### src/hdl/ffra_pkg.sv
// Shared types and constants of the first-fit region allocator.
package ffra_pkg;

  localparam logic [1:0] OP_ALLOC = 2'd0;
  localparam logic [1:0] OP_FREE  = 2'd1;
  localparam logic [1:0] OP_CLEAR = 2'd2;

  localparam logic [1:0] ST_OK       = 2'd0;
  localparam logic [1:0] ST_NOFIT    = 2'd1;
  localparam logic [1:0] ST_NOTFOUND = 2'd2;
  localparam logic [1:0] ST_FULL     = 2'd3;

  localparam int unsigned PADDR_W          = 3;
  localparam logic        REG_REGION_BYTES = 1'b0;
  localparam logic [31:0] REGION_RESET     = 32'd65536;

  typedef struct packed {
    logic [1:0]  opcode;
    logic [31:0] request_size;
    logic [31:0] target_offset;
  } req_t;

  typedef struct packed {
    logic [1:0]  status;
    logic [31:0] granted_offset;
  } rsp_t;

endpackage

### src/hdl/ffra_cfg.sv
// APB register file of the allocator: holds the region size register.
module ffra_cfg (
  input  logic                         clk_i,
  input  logic                         rst_ni,
  input  logic                         psel,
  input  logic                         penable,
  input  logic                         pwrite,
  input  logic [ffra_pkg::PADDR_W-1:0] paddr,
  input  logic [31:0]                  pwdata,
  output logic [31:0]                  prdata,
  output logic                         pready,
  output logic [31:0]                  region_bytes_o
);

  logic [31:0] region_q;
  logic        hit_region;

  assign pready     = 1'b1;
  assign hit_region = (paddr[2] == ffra_pkg::REG_REGION_BYTES);

  always_ff @(posedge clk_i or negedge rst_ni) begin
    if (!rst_ni) begin
      region_q <= ffra_pkg::REGION_RESET;
    end else if (psel && penable && pwrite && pready && hit_region) begin
      region_q <= pwdata;
    end
  end

  assign prdata         = hit_region ? region_q : 32'd0;
  assign region_bytes_o = region_q;

endmodule
### config.mk
export PLATFORM = sky130hd
export DESIGN_NAME = ffra_cfg
export DESIGN_NICKNAME = d
export VERILOG_FILES = /design/src/hdl/ffra_pkg.sv /design/src/hdl/ffra_cfg.sv
export SDC_FILE = /design/constraint.sdc
export NUM_CORES = 1
export LEC_CHECK = 0
export ABC_AREA = 1
export BUFFER_PORTS_ARGS = -buffer_cell sky130_fd_sc_hd__buf_2
export CELL_PAD_IN_SITES_DETAIL_PLACEMENT = 0
export CELL_PAD_IN_SITES_GLOBAL_PLACEMENT = 1
export CORE_MARGIN = 10
export CORE_UTILIZATION = 30
export CTS_BUF_LIST = sky130_fd_sc_hd__clkbuf_4 sky130_fd_sc_hd__clkbuf_8 sky130_fd_sc_hd__clkbuf_16
export DETAILED_ROUTE_END_ITERATION = 16
export PLACE_DENSITY = 0.82
export SLEW_MARGIN = 0
export SYNTH_ARGS = -nofsm -noshare
export SYNTH_HDL_FRONTEND = slang
export SYNTH_SLANG_ARGS = --single-unit
### constraint.sdc
create_clock -name clk_i -period 1.5 [get_ports clk_i]
set_input_delay 0.075 -clock clk_i [delete_from_list [all_inputs] [get_ports clk_i]]
set_output_delay 0.075 -clock clk_i [all_outputs]
set_load 0.02 [all_outputs]
==> reports/results.tsv <==
metric	value	unit
grt_overflow	0	
synth_most_common_cell	nand2_1	
grt_max_degree	33	
postCtsSetupRepairBufs	0	
clk_pin_slew	60	ps
syn_to_final_growth	40.7	%
antennaDiodeCount	0	
path_max_fanout	3	
reg2reg_to	region_bytes_o[16]$_DFFE_PN1P_	
tns	0	ps
status	complete, no violations	
nNetsFinal	352	
yosys.area.top_type	dfrtp_1	
synth-async-reset-ratio	100	%
synth_edf_count	0	
detail_route.wl_per_cell	12.8	um
gp_congestion	0.688	
power	2.86	mW
slew_headroom	52.3	%
crit_family	flip-flops	
drt_pre_antenna_iters	6	
endpoint_kind	primary output	
grt_usage	11.4	%
slew_viol_final	0	
die_y	92.8	um
crit_end	prdata[16]	
cts_tree	yes	
cp-start-kind	flop	
io_pins	105	
htreeDepth	2	
cts_buffers	5	
ant_nets	0	
synth_seq_cells	32	
antenna_found_initial	0	
placed_area	2120	um2
ys_warn_count	0	
synthCells	212	
leakage	1.42	nW
maxCapViolCount	0	
ir_drop	499	uV
crit_chain	inv_1 -> nor2_1 -> buf_2	
largest_register_ffs	32	
finalWirelength	4920	um
dp_hpwl	3760	um
clk_path_buf_depth	2	
clock.fmax	852	MHz
r2r_cells	2	
crit_slowest_cell	dfstp_2	
clkSinkCount	32	
start_util	31.1	%
die_w	92.8	um
cp-startpoint	region_bytes_o[16]$_DFFE_PN1P_	
hold_viol_final	0	
worstSkewPairLatency	280	ps
p_per_area	1280	nW/um2
final.min_clock_period	1170	ps
routed_via_density	4.10	
grt_pass1_wl	8020	um
grt_pass1_vias	1632	
crit_cells	3	
rr_startpoint	region_bytes_o[16]$_DFFE_PN1P_	
rsz0062_at_grt	false	
syn_avg_cell_area	7.49	um2
worst_pin_slew	715	ps
skew	0	ps
port_buffers	101	
dr_total_vias	1570	
synthesis.area	1590	um2
syn_nets	252	
hold_class	in -> reg	
yosys-top-cells-area	dfrtp_1 (49%), nand2_1 (15%), nand3_1 (10%)	
slowest_delay	540	ps
design_area	2230	um2
crit_buf_inv	2	
required	1420	ps
r2r_setup_slack	790	ps
path_class	reg -> out	
drtIter0Drc	54	
synthFlopType	dfrtp_1	
die-area	8600	um2
core-area	5110	um2
drive_gt1_share	37.7	%
drc	0	
finalSetupViolCount	0	
synth.distinct_cells	13	
arrival	1100	ps
std_cell_rows	26	
cts-root-buf	clkbuf_8	
ys_seq_area_share	50.5	%
synthTopCellsByCount	nand2_1 (65), inv_1 (33), nand3_1 (32), nor2_1 (32), dfrtp_1 (31)	
yosysTopAreaCellShare	48.9	%
post-route-period-util	78.3	%
-- how the worst min path moves through the flow --
stage,startpoint,to,slack [ps],cells after the start
3_3_place_gp,rst_ni,region_bytes_o[30]$_DFFE_PN0P_,170,1
4_1_cts,pwdata[16],region_bytes_o[16]$_DFFE_PN1P_,5,3
2_1_floorplan,rst_ni,region_bytes_o[0]$_DFFE_PN0P_,-220,0
3_5_place_dp,rst_ni,region_bytes_o[30]$_DFFE_PN0P_,180,1
5_1_grt,pwdata[16],region_bytes_o[16]$_DFFE_PN1P_,20,3
6_report,pwdata[16],region_bytes_o[16]$_DFFE_PN1P_,20,3
-- through the flow --
step | setup slack [ps] | instances | hold slack (ps) | utilization [%]
6_report | 326 | 383 | 18.4 | 43.7
5_1_grt | 265 | 383 | 16.6 | 43.7
4_1_cts | 308 | 383 | 5.35 | 43.7
3_5_place_dp | 382 | 374 | 180 | 41.5
3_3_place_gp | 406 | 374 | 174 | 41.5
2_1_floorplan | 515 | 212 | -221 | -
-- routing by layer --
| layer | GRT usage [%] | share of wire (%) | vias to the layer above |
|---|---|---|---|
| li1 | - | - | 821 |
| met1 | 12.6 | 43 | 683 |
| met2 | 18.5 | 45 | 62 |
| met3 | 6.54 | 11 | 4 |
| met4 | 2.70 | 0.71 | 0 |
| met5 | 0 | 0 | - |
-- layout make-up --
type,count,area [um2]
multi-input combinational,132,559
timing repair buffer,107,553
tap,70,87.6
clock buffer,8,104
sequential,32,802
fill,556,2870
inverter,34,128
-- placed cells by master, fill, tap and decap left out --
master	n
dlygate4sd3_1	1
clkbuf_8	7
dfstp_2	1
buf_2	101
dfrtp_1	31
conb_1	1
nor2_1	32
nand3_1	32
clkbuf_4	1
buf_4	5
nand2_1	65
nor2_8	1
inv_1	33
inv_2	1
nand2_4	1
-- report_power, final --
group	switching, mW	leakage [nW]	internal, mW
Clock	0.306	0.0549	0.437
Combinational	0.648	0.965	0.322
Sequential	0.118	0.400	1.03
-- worst min-delay path: stages --
cell and delay, ps:
buf_2 100, nand3_1 70, nand2_1 50
-- what timing repair did --
| item | 4_1_cts | 5_1_grt |
|---|---|---|
| gates resized for setup | 0 | 0 |
| endpoints found under the setup margin | 0 | 0 |
| hold endpoints to repair | 31 | 0 |
| hold buffers | 1 | 0 |
-- cells by family after synthesis --
kind of cell	synth area share, %
and+or+nand+nor	35.0
other	0.236
buffers and inverters	14.3
DFF	50.5
Power figures use the tool's default switching activity.
